[config.mk]
export PLATFORM = sky130hd
export DESIGN_NAME = katakana_to_romaji_top
export DESIGN_NICKNAME = d
export VERILOG_FILES = /design/src/rtl/core/ktr_pkg.sv /design/src/rtl/core/ktr_queue.sv /design/src/rtl/core/ktr_front.sv /design/src/rtl/core/ktr_back.sv /design/src/rtl/core/katakana_to_romaji_top.sv
export SDC_FILE = /design/constraint.sdc
export NUM_CORES = 1
export LEC_CHECK = 0
export BUFFER_PORTS_ARGS = -buffer_cell sky130_fd_sc_hd__buf_2
export CORE_MARGIN = 2
export CORE_UTILIZATION = 55
export DETAILED_ROUTE_END_ITERATION = 10
export PLACE_DENSITY = 0.71
export SYNTH_ARGS = -nofsm -noshare
export SYNTH_HDL_FRONTEND = slang
export SYNTH_SLANG_ARGS = --single-unit
[constraint.sdc]
create_clock -name clk -period 11.9 [get_ports clk]
set_input_delay 1.785 -clock clk [delete_from_list [all_inputs] [get_ports clk]]
set_output_delay 1.785 -clock clk [all_outputs]
set_load 0.05 [all_outputs]
[src/rtl/core/ktr_pkg.sv]
`timescale 1ns / 1ps
`default_nettype none

package ktr_pkg;

    localparam int HELD_DEPTH  = 4;
    localparam int MAX_RESULTS = 8;
    localparam int QUEUE_DEPTH = 2;

    localparam logic [7:0] CODE_GEM  = 8'd35;
    localparam logic [7:0] CODE_LONG = 8'd85;

    localparam logic [1:0] ST_OK        = 2'd0;
    localparam logic [1:0] ST_INVALID   = 2'd1;
    localparam logic [1:0] ST_MISPLACED = 2'd2;

    // no letter in this table slot
    localparam logic [7:0] NO = 8'h00;

    typedef enum logic [2:0] {
        KIND_N,
        KIND_S,
        KIND_Y,
        KIND_W,
        KIND_G,
        KIND_L,
        KIND_X
    } kind_t;

    typedef struct packed {
        logic [6:0] c1;
        logic [6:0] c2;
        logic [6:0] v;
        kind_t      kind;
    } entry_t;

    typedef struct packed {
        logic [7:0] kana_code;
        logic       word_end;
    } in_t;

    typedef struct packed {
        logic [6:0] letter;
        logic [1:0] status;
        logic       last_of_word;
    } out_t;

    // letters of one item; status and last flag belong to the final entry
    typedef struct packed {
        logic [MAX_RESULTS-1:0][6:0]     letters;
        logic [$clog2(MAX_RESULTS+1)-1:0] n;
        logic [1:0]                       status;
        logic                             mark_last;
    } bundle_t;

    function automatic entry_t ent(logic [7:0] c1, logic [7:0] c2, logic [7:0] v, kind_t k);
        entry_t r;
        r.c1   = c1[6:0];
        r.c2   = c2[6:0];
        r.v    = v[6:0];
        r.kind = k;
        return r;
    endfunction

    function automatic entry_t kana_entry(logic [7:0] code);
        entry_t e;
        case (code)
            8'd1:  e = ent(NO, NO, "a", KIND_S);
            8'd2:  e = ent(NO, NO, "a", KIND_N);
            8'd3:  e = ent(NO, NO, "i", KIND_S);
            8'd4:  e = ent(NO, NO, "i", KIND_N);
            8'd5:  e = ent(NO, NO, "u", KIND_S);
            8'd6:  e = ent(NO, NO, "u", KIND_N);
            8'd7:  e = ent(NO, NO, "e", KIND_S);
            8'd8:  e = ent(NO, NO, "e", KIND_N);
            8'd9:  e = ent(NO, NO, "o", KIND_S);
            8'd10: e = ent(NO, NO, "o", KIND_N);
            8'd11: e = ent("k", NO, "a", KIND_N);
            8'd12: e = ent("g", NO, "a", KIND_N);
            8'd13: e = ent("k", NO, "i", KIND_N);
            8'd14: e = ent("g", NO, "i", KIND_N);
            8'd15: e = ent("k", NO, "u", KIND_N);
            8'd16: e = ent("g", NO, "u", KIND_N);
            8'd17: e = ent("k", NO, "e", KIND_N);
            8'd18: e = ent("g", NO, "e", KIND_N);
            8'd19: e = ent("k", NO, "o", KIND_N);
            8'd20: e = ent("g", NO, "o", KIND_N);
            8'd21: e = ent("s", NO, "a", KIND_N);
            8'd22: e = ent("z", NO, "a", KIND_N);
            8'd23: e = ent("s", "h", "i", KIND_N);
            8'd24: e = ent("j", NO, "i", KIND_N);
            8'd25: e = ent("s", NO, "u", KIND_N);
            8'd26: e = ent("z", NO, "u", KIND_N);
            8'd27: e = ent("s", NO, "e", KIND_N);
            8'd28: e = ent("z", NO, "e", KIND_N);
            8'd29: e = ent("s", NO, "o", KIND_N);
            8'd30: e = ent("z", NO, "o", KIND_N);
            8'd31: e = ent("t", NO, "a", KIND_N);
            8'd32: e = ent("d", NO, "a", KIND_N);
            8'd33: e = ent("c", "h", "i", KIND_N);
            8'd34: e = ent("j", NO, "i", KIND_N);
            CODE_GEM: e = ent(NO, NO, NO, KIND_G);
            8'd36: e = ent("t", "s", "u", KIND_N);
            8'd37: e = ent("z", NO, "u", KIND_N);
            8'd38: e = ent("t", NO, "e", KIND_N);
            8'd39: e = ent("d", NO, "e", KIND_N);
            8'd40: e = ent("t", NO, "o", KIND_N);
            8'd41: e = ent("d", NO, "o", KIND_N);
            8'd42: e = ent("n", NO, "a", KIND_N);
            8'd43: e = ent("n", NO, "i", KIND_N);
            8'd44: e = ent("n", NO, "u", KIND_N);
            8'd45: e = ent("n", NO, "e", KIND_N);
            8'd46: e = ent("n", NO, "o", KIND_N);
            8'd47: e = ent("h", NO, "a", KIND_N);
            8'd48: e = ent("b", NO, "a", KIND_N);
            8'd49: e = ent("p", NO, "a", KIND_N);
            8'd50: e = ent("h", NO, "i", KIND_N);
            8'd51: e = ent("b", NO, "i", KIND_N);
            8'd52: e = ent("p", NO, "i", KIND_N);
            8'd53: e = ent("f", NO, "u", KIND_N);
            8'd54: e = ent("b", NO, "u", KIND_N);
            8'd55: e = ent("p", NO, "u", KIND_N);
            8'd56: e = ent("h", NO, "e", KIND_N);
            8'd57: e = ent("b", NO, "e", KIND_N);
            8'd58: e = ent("p", NO, "e", KIND_N);
            8'd59: e = ent("h", NO, "o", KIND_N);
            8'd60: e = ent("b", NO, "o", KIND_N);
            8'd61: e = ent("p", NO, "o", KIND_N);
            8'd62: e = ent("m", NO, "a", KIND_N);
            8'd63: e = ent("m", NO, "i", KIND_N);
            8'd64: e = ent("m", NO, "u", KIND_N);
            8'd65: e = ent("m", NO, "e", KIND_N);
            8'd66: e = ent("m", NO, "o", KIND_N);
            8'd67: e = ent(NO, NO, "a", KIND_Y);
            8'd68: e = ent("y", NO, "a", KIND_N);
            8'd69: e = ent(NO, NO, "u", KIND_Y);
            8'd70: e = ent("y", NO, "u", KIND_N);
            8'd71: e = ent(NO, NO, "o", KIND_Y);
            8'd72: e = ent("y", NO, "o", KIND_N);
            8'd73: e = ent("r", NO, "a", KIND_N);
            8'd74: e = ent("r", NO, "i", KIND_N);
            8'd75: e = ent("r", NO, "u", KIND_N);
            8'd76: e = ent("r", NO, "e", KIND_N);
            8'd77: e = ent("r", NO, "o", KIND_N);
            8'd78: e = ent(NO, NO, "a", KIND_W);
            8'd79: e = ent("w", NO, "a", KIND_N);
            8'd80: e = ent("w", NO, "i", KIND_N);
            8'd81: e = ent("w", NO, "e", KIND_N);
            8'd82: e = ent("w", NO, "o", KIND_N);
            8'd83: e = ent("n", NO, NO, KIND_N);
            8'd84: e = ent("v", NO, "u", KIND_N);
            CODE_LONG: e = ent(NO, NO, NO, KIND_L);
            default: e = ent(NO, NO, NO, KIND_X);
        endcase
        return e;
    endfunction

endpackage

`default_nettype wire

[src/rtl/core/ktr_queue.sv]
`timescale 1ns / 1ps
`default_nettype none

module ktr_queue (
    input  wire logic              clk,
    input  wire logic              rst_n,
    input  wire logic              push,
    input  wire ktr_pkg::bundle_t  wdata,
    output logic                   full,
    input  wire logic              pop,
    output ktr_pkg::bundle_t       rdata,
    output logic                   empty
);

    localparam int PW = (ktr_pkg::QUEUE_DEPTH > 1) ? $clog2(ktr_pkg::QUEUE_DEPTH) : 1;
    localparam int CW = $clog2(ktr_pkg::QUEUE_DEPTH + 1);

    ktr_pkg::bundle_t entries_reg [ktr_pkg::QUEUE_DEPTH];
    logic [PW-1:0] wptr_reg, wptr_next;
    logic [PW-1:0] rptr_reg, rptr_next;
    logic [CW-1:0] count_reg, count_next;
    logic          do_push, do_pop;

    assign full    = (count_reg == CW'(ktr_pkg::QUEUE_DEPTH));
    assign empty   = (count_reg == '0);
    assign do_push = push && !full;
    assign do_pop  = pop && !empty;
    assign rdata   = entries_reg[rptr_reg];

    function automatic logic [PW-1:0] ptr_inc(logic [PW-1:0] p);
        logic [PW-1:0] r;
        if (p == PW'(ktr_pkg::QUEUE_DEPTH - 1))
        begin
            r = '0;
        end
        else
        begin
            r = p + PW'(1);
        end
        return r;
    endfunction

    always_comb
    begin
        wptr_next  = do_push ? ptr_inc(wptr_reg) : wptr_reg;
        rptr_next  = do_pop ? ptr_inc(rptr_reg) : rptr_reg;
        count_next = count_reg;
        if (do_push && !do_pop)
        begin
            count_next = count_reg + CW'(1);
        end
        else if (do_pop && !do_push)
        begin
            count_next = count_reg - CW'(1);
        end
    end

    always_ff @(posedge clk)
    begin
        if (do_push)
        begin
            entries_reg[wptr_reg] <= wdata;
        end
    end

    always_ff @(posedge clk or negedge rst_n)
    begin
        if (!rst_n)
        begin
            wptr_reg  <= '0;
            rptr_reg  <= '0;
            count_reg <= '0;
        end
        else
        begin
            wptr_reg  <= wptr_next;
            rptr_reg  <= rptr_next;
            count_reg <= count_next;
        end
    end

endmodule

`default_nettype wire

[src/rtl/core/ktr_front.sv]
`timescale 1ns / 1ps
`default_nettype none

module ktr_front (
    input  wire logic          clk,
    input  wire logic          rst_n,
    input  wire logic          accept,
    input  wire ktr_pkg::in_t  item,
    output logic               q_push,
    output ktr_pkg::bundle_t   q_data
);

    localparam logic [6:0] LTR_C = 7'h63;
    localparam logic [6:0] LTR_H = 7'h68;
    localparam logic [6:0] LTR_I = 7'h69;
    localparam logic [6:0] LTR_J = 7'h6a;
    localparam logic [6:0] LTR_S = 7'h73;
    localparam logic [6:0] LTR_T = 7'h74;
    localparam logic [6:0] LTR_Y = 7'h79;

    typedef struct packed {
        logic [ktr_pkg::HELD_DEPTH-1:0][6:0] letters;
        logic [2:0]                          cnt;
        logic [6:0]                          prev;
    } hold_t;

    logic [ktr_pkg::HELD_DEPTH-1:0][6:0] letters_reg;
    logic [2:0] cnt_reg;
    logic [6:0] prev_reg;
    logic       gem_reg, start_reg, skip_reg;

    hold_t            h;
    logic             gem_next, start_next, skip_next;
    ktr_pkg::bundle_t b;

    function automatic hold_t hold_push(hold_t s, logic [6:0] c);
        hold_t r;
        r = s;
        if (s.cnt < 3'(ktr_pkg::HELD_DEPTH))
        begin
            r.letters[s.cnt[1:0]] = c;
            r.cnt  = s.cnt + 3'd1;
            r.prev = c;
        end
        return r;
    endfunction

    function automatic ktr_pkg::bundle_t emit_push(ktr_pkg::bundle_t s, logic [6:0] c);
        ktr_pkg::bundle_t r;
        r = s;
        if (s.n < 4'(ktr_pkg::MAX_RESULTS))
        begin
            r.letters[s.n[2:0]] = c;
            r.n = s.n + 4'd1;
        end
        return r;
    endfunction

    // append the held syllable to the transaction list
    function automatic ktr_pkg::bundle_t emit_held(ktr_pkg::bundle_t s, hold_t hs);
        ktr_pkg::bundle_t r;
        r = s;
        for (int i = 0; i < ktr_pkg::HELD_DEPTH; i++)
        begin
            if (3'(i) < hs.cnt)
            begin
                r = emit_push(r, hs.letters[i]);
            end
        end
        return r;
    endfunction

    always_comb
    begin
        ktr_pkg::entry_t e;
        logic            err;
        logic [6:0]      p;
        logic [6:0]      removed;
        logic [6:0]      last;
        logic [6:0]      before_last;
        logic            no_y;

        e           = ktr_pkg::kana_entry(item.kana_code);
        h.letters   = letters_reg;
        h.cnt       = cnt_reg;
        h.prev      = prev_reg;
        gem_next    = gem_reg;
        start_next  = start_reg;
        skip_next   = skip_reg;
        b           = '0;
        p           = prev_reg;
        removed     = '0;
        last        = '0;
        before_last = '0;
        no_y        = 1'b0;
        err = (e.kind == ktr_pkg::KIND_X) || (start_reg && e.kind != ktr_pkg::KIND_N);

        if (skip_reg)
        begin
            if (item.word_end)
            begin
                skip_next = 1'b0;
            end
        end
        else if (err)
        begin
            b = emit_held(b, h);
            b = emit_push(b, 7'd0);
            b.status    = (e.kind == ktr_pkg::KIND_X) ? ktr_pkg::ST_INVALID
                                                       : ktr_pkg::ST_MISPLACED;
            b.mark_last = 1'b1;
            h.cnt       = '0;
            h.prev      = '0;
            gem_next    = 1'b0;
            start_next  = 1'b1;
            skip_next   = !item.word_end;
        end
        else
        begin
            case (e.kind)
                ktr_pkg::KIND_L:
                begin
                    b     = emit_held(b, h);
                    h.cnt = '0;
                    if (p != 7'd0)
                    begin
                        h = hold_push(h, p);
                    end
                end
                ktr_pkg::KIND_G:
                begin
                    b        = emit_held(b, h);
                    h.cnt    = '0;
                    gem_next = 1'b1;
                end
                ktr_pkg::KIND_S, ktr_pkg::KIND_Y:
                begin
                    gem_next = 1'b0;
                    if (h.cnt != 3'd0)
                    begin
                        removed = h.letters[2'(h.cnt - 3'd1)];
                        h.cnt   = h.cnt - 3'd1;
                        if (e.kind == ktr_pkg::KIND_Y && removed == LTR_I && h.cnt != 3'd0)
                        begin
                            last        = h.letters[2'(h.cnt - 3'd1)];
                            before_last = h.letters[2'(h.cnt - 3'd2)];
                            // sh, ch and j already carry the y sound
                            no_y = (last == LTR_J) ||
                                   (h.cnt >= 3'd2 && last == LTR_H &&
                                    (before_last == LTR_S || before_last == LTR_C));
                            if (!no_y)
                            begin
                                h = hold_push(h, LTR_Y);
                            end
                        end
                    end
                    h = hold_push(h, e.v);
                end
                default:
                begin
                    b     = emit_held(b, h);
                    h.cnt = '0;
                    if (gem_reg && e.c1 != 7'd0)
                    begin
                        h = hold_push(h, (e.c1 == LTR_C) ? LTR_T : e.c1);
                    end
                    gem_next = 1'b0;
                    if (e.c1 != 7'd0)
                    begin
                        h = hold_push(h, e.c1);
                    end
                    if (e.c2 != 7'd0)
                    begin
                        h = hold_push(h, e.c2);
                    end
                    if (e.v != 7'd0)
                    begin
                        h = hold_push(h, e.v);
                    end
                end
            endcase
            start_next = 1'b0;

            if (item.word_end)
            begin
                if (h.cnt != 3'd0)
                begin
                    b = emit_held(b, h);
                end
                else if (b.n == 4'd0)
                begin
                    b = emit_push(b, 7'd0);
                end
                b.mark_last = 1'b1;
                h.cnt       = '0;
                h.prev      = '0;
                gem_next    = 1'b0;
                start_next  = 1'b1;
            end
        end
    end

    assign q_push = accept && (b.n != 4'd0);
    assign q_data = b;

    always_ff @(posedge clk)
    begin
        if (accept)
        begin
            letters_reg <= h.letters;
        end
    end

    always_ff @(posedge clk or negedge rst_n)
    begin
        if (!rst_n)
        begin
            cnt_reg   <= '0;
            prev_reg  <= '0;
            gem_reg   <= 1'b0;
            start_reg <= 1'b1;
            skip_reg  <= 1'b0;
        end
        else if (accept)
        begin
            cnt_reg   <= h.cnt;
            prev_reg  <= h.prev;
            gem_reg   <= gem_next;
            start_reg <= start_next;
            skip_reg  <= skip_next;
        end
    end

    // a dropped word always restarts at a word boundary
    assert property (@(posedge clk) disable iff (!rst_n) skip_reg |-> start_reg)
        else $error("skipping a word while not at word start");

    assert property (@(posedge clk) disable iff (!rst_n)
        cnt_reg <= 3'(ktr_pkg::HELD_DEPTH))
        else $error("held syllable overflow");

endmodule

`default_nettype wire

[src/rtl/core/ktr_back.sv]
`timescale 1ns / 1ps
`default_nettype none

module ktr_back (
    input  wire logic              clk,
    input  wire logic              rst_n,
    input  wire logic              q_empty,
    input  wire ktr_pkg::bundle_t  q_data,
    output logic                   q_pop,
    output ktr_pkg::out_t          result,
    output logic                   empty,
    input  wire logic              pop
);

    ktr_pkg::bundle_t cur_reg;
    logic             valid_reg, valid_next;
    logic [2:0]       idx_reg, idx_next;
    logic             at_last, load;

    assign at_last = (({1'b0, idx_reg} + 4'd1) == cur_reg.n);
    assign load    = !valid_reg || (pop && at_last);
    assign q_pop   = load && !q_empty;
    assign empty   = !valid_reg;

    always_comb
    begin
        result.letter       = cur_reg.letters[idx_reg];
        result.status       = at_last ? cur_reg.status : ktr_pkg::ST_OK;
        result.last_of_word = at_last && cur_reg.mark_last;
    end

    always_comb
    begin
        valid_next = valid_reg;
        idx_next   = idx_reg;
        if (load)
        begin
            valid_next = !q_empty;
            idx_next   = '0;
        end
        else if (pop)
        begin
            idx_next = idx_reg + 3'd1;
        end
    end

    always_ff @(posedge clk)
    begin
        if (q_pop)
        begin
            cur_reg <= q_data;
        end
    end

    always_ff @(posedge clk or negedge rst_n)
    begin
        if (!rst_n)
        begin
            valid_reg <= 1'b0;
            idx_reg   <= '0;
        end
        else
        begin
            valid_reg <= valid_next;
            idx_reg   <= idx_next;
        end
    end

    assert property (@(posedge clk) disable iff (!rst_n)
        valid_reg |-> (cur_reg.n != 4'd0 && cur_reg.n <= 4'(ktr_pkg::MAX_RESULTS)))
        else $error("empty or oversized transaction list in output stage");

    // an error status only appears on the closing result of a word
    assert property (@(posedge clk) disable iff (!rst_n)
        (!empty && result.status != ktr_pkg::ST_OK) |-> result.last_of_word)
        else $error("error status on a result that does not end the word");

endmodule

`default_nettype wire

[src/rtl/core/katakana_to_romaji_top.sv]
// the first result of an item is registered in the two-entry queue and then in the output stage
// one result per cycle while pop is asserted; an item occupies the output until all of its results
// (1 to 8) are popped, and an item with no result puts nothing in the queue
// input is taken every cycle while the two-entry queue between front and back has room
// reset clears word state, queue and output stage; the held-letter store is not cleared
`timescale 1ns / 1ps
`default_nettype none

module katakana_to_romaji_top (
    input  wire logic          clk,
    input  wire logic          rst_n,
    input  wire logic          push,
    output logic               full,
    input  wire ktr_pkg::in_t  item,
    output logic               empty,
    input  wire logic          pop,
    output ktr_pkg::out_t      result
);

    ktr_pkg::bundle_t fq_data;
    ktr_pkg::bundle_t qb_data;
    logic             fq_push;
    logic             qb_pop;
    logic             qb_empty;
    logic             accept;

    assign accept = push && !full;

    ktr_front u_front (
        .clk    (clk),
        .rst_n  (rst_n),
        .accept (accept),
        .item   (item),
        .q_push (fq_push),
        .q_data (fq_data)
    );

    ktr_queue u_queue (
        .clk   (clk),
        .rst_n (rst_n),
        .push  (fq_push),
        .wdata (fq_data),
        .full  (full),
        .pop   (qb_pop),
        .rdata (qb_data),
        .empty (qb_empty)
    );

    ktr_back u_back (
        .clk     (clk),
        .rst_n   (rst_n),
        .q_empty (qb_empty),
        .q_data  (qb_data),
        .q_pop   (qb_pop),
        .result  (result),
        .empty   (empty),
        .pop     (pop)
    );

endmodule

`default_nettype wire
After elaboration in Yosys (flattened, before gate mapping) --
Memories as Yosys holds them, arrays and structs flattened. A register that Yosys moved wholly into a read port is not among the register bits. Cells that the tools add are included.
Operators by class: $lt $le $gt $ge 78, bitwise logic cells 9, muxes and demuxes 216, reductions and logical operators 66, eq/ne operators 19, add/sub/neg operators 31
Operators with widths (number):
- 63-bit 2-to-1 mux | 70
- 60-bit 2-to-1 mux | 18
- 56-bit bitwise mux | 16
- 38-bit 2-to-1 mux | 23
- 7-bit demux with 3-bit select | 17
- 7-bit 2-to-1 mux | 27
- 63-bit case mux with 3 select lines | 1
- 56-bit AND | 2
- 28-bit bitwise mux | 4
- 56-bit inverter | 2
- 28-bit case mux with 3 select lines | 1
- 3-bit by 4-bit less-than comparator with 1-bit output, second input constant | 18
- 7-bit demux with 2-bit select | 5
- 4-bit by 1-bit adder with 4-bit output, second input constant | 17
- 4-bit less-than comparator, second input constant | 17
- 28-bit 2-to-1 mux | 2
- 3-bit by 1-bit greater-or-equal comparator with 1-bit output, second input constant | 17
- 7-bit binary-select mux with 2-bit select | 3
- 7-bit equality test, second input constant | 6
- 1-bit logical AND | 37
- 17-bit 2-to-1 mux | 2
- 7-bit nonzero test | 4
- 24-bit 2-to-1 mux | 1
- 7-bit binary-select mux with 3-bit select | 1
- other kinds (45) | 108
Word-level totals: memory bits (read-only) 2944, logic and storage cells 435, bits in registers 49, memories 2, bits in writable memories 126, input bits 13
Memories:
- (name not given) | words 128, bits a word 23, read ports 1, clocked after Yosys merged registers in 0, write ports 0, RTL line ktr_pkg.sv:67 | case (code)
- u_queue.entries_reg | words 2, bits a word 63, read ports 1, clocked after Yosys merged registers in 1, write ports 1, RTL line ktr_queue.sv:18 | ktr_pkg::bundle_t entries_reg [ktr_pkg::QUEUE_DEPTH];

Longest topological paths before layout --
An unclocked memory read counts as a cell.
depth after elaboration 88, depth in mapped cells 35

Hierarchy --
A second synthesis with hierarchy kept.
Second synthesis, totals: cells, all modules 1744, area, all modules 17529.3 µm²
By module, submodules not included:
- ktr_front | times used 1, cells each 1406, area each 9791.9 µm²
- ktr_queue | times used 1, cells each 215, area each 5042.3 µm²
- ktr_back | times used 1, cells each 122, area each 2681.3 µm²
- katakana_to_romaji_top | times used 1, cells each 1, area each 13.8 µm²

Least setup slack after synthesis --
Ideal clock, no wire load.
path type input port to flip-flop, start in item[1] in the netlist's numbering, end mem u_queue.entries_reg[0][0] in the netlist's numbering, enable pin, arrival time 10.452 ns, slack 0.956 ns, setup time 0.492 ns, cell stages on the path 31, path through buf_2 > inv_1 > ha_1 > clkbuf_1 > or2_2 > a21oi_1 > o31a_1 > o32ai_2 > or3_1 > nor2_2 > o21ai_0 > ha_1 > inv_1 > a2111oi_0 > and4b_1 > nor2_1 > nor2_1 > o31ai_4 > inv_4 > ha_1 > o211ai_1 > and2_4 > inv_2 > buf_6 > ha_1 > nand3_1 > nand2b_1 > a211oi_1 > o31ai_1 > a41oi_1 > nor2b_1
On the way: longest elaborated chain between the ends 58, elaborated cells between the ends (all ways) 98, classes of those cells add/sub: 8; order compare: 12; eq/ne: 5; mux: 57; reduce/logical: 15; memory: 1
Ends and longest elaborated chain:
- start, declared | RTL line katakana_to_romaji_top.sv:14 | input wire ktr_pkg::in_t item,
- memory read 128 x 23 bit (*)
- 24-bit 2-to-1 mux (*) | RTL line ktr_pkg.sv:67
- 7-bit nonzero test | RTL line ktr_front.sv:163, ktr_front.sv:168
- 1-bit logical AND | RTL line ktr_front.sv:163 | if (gem_reg && e.c1 != 7'd0)
- 17-bit 2-to-1 mux | RTL line ktr_front.sv:163
- 38-bit 2-to-1 mux | RTL line ktr_front.sv:120 | case (e.kind)
- 38-bit 2-to-1 mux | RTL line ktr_front.sv:105 | else if (err)
- 38-bit 2-to-1 mux | RTL line ktr_front.sv:98 | if (skip_reg)
- [... 43 more ...]
- 63-bit 2-to-1 mux (*) | RTL line ktr_front.sv:105
- 63-bit 2-to-1 mux (*) | RTL line ktr_front.sv:98
- 4-bit nonzero test (*) | RTL line ktr_front.sv:203 | assign q_push = accept && (b.n != 4'd0);
- 1-bit logical AND (*) | RTL line ktr_front.sv:203
- 1-bit logical AND (*) | RTL line ktr_queue.sv:26 | assign do_push = push && !full;
- net u_queue.do_push | RTL line ktr_queue.sv:22 | logic do_push, do_pop;
- 1-bit 2-to-1 mux (*) | RTL line ktr_queue.sv:60 | if (do_push)
- 1-bit 2-to-1 mux (implied by the code) (*) | RTL line ktr_queue.sv:62 | entries_reg[wptr_reg] <= wdata;
- end, declared | RTL line ktr_queue.sv:18
The timed path passes the listed nets; every way through them passes the cells marked *. The select of a mux whose other input is x is not followed.

Worst setup path after layout --
start in item[1] in the netlist's numbering, end mem u_queue.entries_reg[0][20] in the netlist's numbering, enable pin
The elaborated chain is that of the path after synthesis.

==> metrics.yaml <==
clock_tree:
  cts_root_buf: "clkbuf_16"
  cts.clk_slew.worst_paths_ps: 60
  cts_buffer_depth: 3
  htreeDepth: 1
  post_cts_buffers: 0
  ctsHoldBuffers: 0
  cts.repair.resized: 0
  cts_tree: "done"
  clk_latency_ps: 540
  cts_sinks: 238
  cts_buffers: 26
global_route:
  grt_antenna_before_repair: 0
  grt_pass1_vias: 15300
  grt_pass1_wl_um: 97500
  grt.total_usage: 0.385
  grt_max_degree: 65
  gr-total-overflow: 0
worst_setup_path:
  r2r-end: "u_queue.entries_reg[0][20]$_DFFE_PP_"
  r2r_slack_ps: 3310
  slowest_stage: "buf_4"
  end_kind: "flop"
  slowest_delay_ps: 650
  crit_type: "in -> reg"
  cp_top_family: "simple AND/OR/NAND/NOR gates"
  arrival_ps: 9930
  crit_fanout: 63
  critPathLaunchType: "input port"
  reg2reg_from: "u_front.cnt_reg[2]$_DFFE_PN0P_"
  reg2regPathDepth: 25
  cp_data_required_time_ps: 12060
  crit_path_frequent_cell: "ha_1"
  crit_buf_inv: 6
final_layout:
  largest_register_ff_count: 126
  final_area_um2: 18900
  antenna_cells: 0
  syn_to_final_growth_pct: 6.67
  nets: 1813
  post_route_cells_drive_above_1_share: 0.156
  fill_cells: 2681
drt:
  viasPerCell: 7.41
  drc: 0
  wire_per_inst_um: 29.9
  dr_total_vias: 16300
  ant_nets: 0
  drt-initial-drc-count: 2496
  drt-pass1-iter-count: 9
  wirelength_um: 65600
placement:
  preCtsSetupSlack_ps: 1780
  port_buffers: 24
  gp_congestion: 1.08
  dpl_cell_area_um2: 18100
  dpl.hpwl_um: 47000
floorplan:
  io_pins: 25
  fp.dieH_um: 184
  num_rows: 65
  start_util: 0.561
  fp.coreArea_um2: 31600
  die_w_um: 184
  die_area_um2: 33700
power_and_ir_drop:
  p_per_area_nw_per_um2: 186
  leakage_nw: 6.59
  power_mw: 3.51
  ir_drop_v: 0.000112
sta:
  slew_headroom: -0.0629
  fmax_mhz: 102
  rsz0062_at_grt: "false"
  finalCriticalPeriod_ps: 9770
  drv_slew: 5
  hold_viol_final: 0
  finClkSkew_ps: 15.8
  setup_violations: 0
  fin_tns_setup_ps: 0
  tightest_slew_ps: 1590
  fin_crit_sh: 0.821
  layout_setup_ws_ps: 2130
run_status:
  violations: "slew limit"
  status: "complete, but fails checks"
logic_synthesis:
  ys_ff_latch: 238
  mappedNetlistArea_um2: 17800
  synthMostInstantiatedCell: "edfxtp_1"
  yosysTopAreaCell: "edfxtp_1"
  syn_nets: 1854
  avgSynthCellArea_um2: 9.79
  synth-edff-count: 217
  synth_top_area_share: 0.367
  ys_seq_area_frac: 0.397
  ys_top_cells_by_area: "edfxtp_1 (37%), mux2_2 (5.7%), mux2i_1 (5.2%), nand2_1 (3.5%), a21oi_1 (3.1%)"
  yosys-top-cells-count: "edfxtp_1 (217), nand2_1 (165), nor2_1 (123), a21oi_1 (110), mux2i_1 (93)"
  synth.distinct_cells: 109
  syn_inst: 1814
  synthFlopType: "edfxtp_1"
  synth_warnings: 0
  ys_async_sr_fraction: 0.0882
worst_hold_path:
  hold_class: "reg -> reg"
  hold_path_startpoint: "u_front.start_reg$_DFFE_PN1P_"
  min_to: "u_front.start_reg$_DFFE_PN1P_"
  min_path_cells: 2
flow_run:
  cap_viol_max_count: 0
-- routing by layer --
metal | vias to the layer above | global-route usage | share of wire
li1 | 7003 | - | -
met1 | 7739 | 0.494 | 0.37
met2 | 1206 | 0.598 | 0.44
met3 | 310 | 0.0854 | 0.12
met4 | 0 | 0.232 | 0.072
met5 | - | 0 | 0
-- power breakdown --
group,total (mW),internal (mW),switching [mW]
clock network,0.794,0.442,0.352
logic,1.53,0.506,1.02
registers,1.19,1.12,0.0736
total,3.51,2.06,1.45
-- cells in the final DEF, fill, tap and decap left out, types with 22 or more instances in the layout --
master,n
o21ai_0,84
a221oi_1,26
a31oi_1,34
o22ai_1,40
nand3_1,38
inv_1,60
a22oi_1,33
clkbuf_16,27
mux2_2,90
and3_1,22
mux2i_1,93
edfxtp_1,217
nor3_1,30
buf_4,38
nor2_1,121
a21oi_1,110
a211oi_1,23
buf_2,24
nand2_1,165
ha_1,26
-- tightest hold or removal path, stage by stage (launching register included) --
cell and delay (ps):
dfstp_2 370, inv_1 40, a21oi_1 50
-- layout make-up --
| type | instances | area (um^2) | share of cell area |
|---|---|---|---|
| Inverter | 69 | 262 | 0.0138 |
| Tap cell | 402 | 503 | 0.0266 |
| Sequential cell | 238 | 7040 | 0.372 |
| Clock buffer | 32 | 694 | 0.0367 |
| Multi-Input combinational cell | 1376 | 9890 | 0.522 |
| Timing Repair Buffer | 62 | 405 | 0.0214 |
| Clock inverter | 16 | 139 | 0.00733 |
-- worst max-delay path by stage --
stage	startpoint	endpoint	cells past startpoint
after floorplan	item[1]	u_queue.entries_reg[0][0]$_DFFE_PP_	31
after global placement	item[1]	u_queue.entries_reg[0][17]$_DFFE_PP_	30
after detailed placement	item[1]	u_queue.entries_reg[0][17]$_DFFE_PP_	30
after CTS	item[1]	u_queue.entries_reg[0][32]$_DFFE_PP_	30
after global routing	item[1]	u_queue.entries_reg[0][18]$_DFFE_PP_	30
final	item[1]	u_queue.entries_reg[0][20]$_DFFE_PP_	30
-- logic make-up after synthesis --
logic type	after synthesis	synth area share
AOI/OAI and AO/OA	596	0.241
DFF	238	0.397
muxes	203	0.133
adders and majority gates	27	0.0195
buffers and inverters	200	0.0484
xor gates and xnor gates	22	0.0116
and+or+nand+nor	528	0.150
-- through the flow --
stage | hold slack, ps | std cells | utilization
4_1_cts | 467 | 2195 | 0.599
5_1_grt | 509 | 2195 | 0.599
6_report | 466 | 2195 | 0.599
3_3_place_gp | 450 | 2147 | 0.572
2_1_floorplan | 441 | 1814 | -
3_5_place_dp | 457 | 2147 | 0.572
Power figures use the tool's default switching activity.
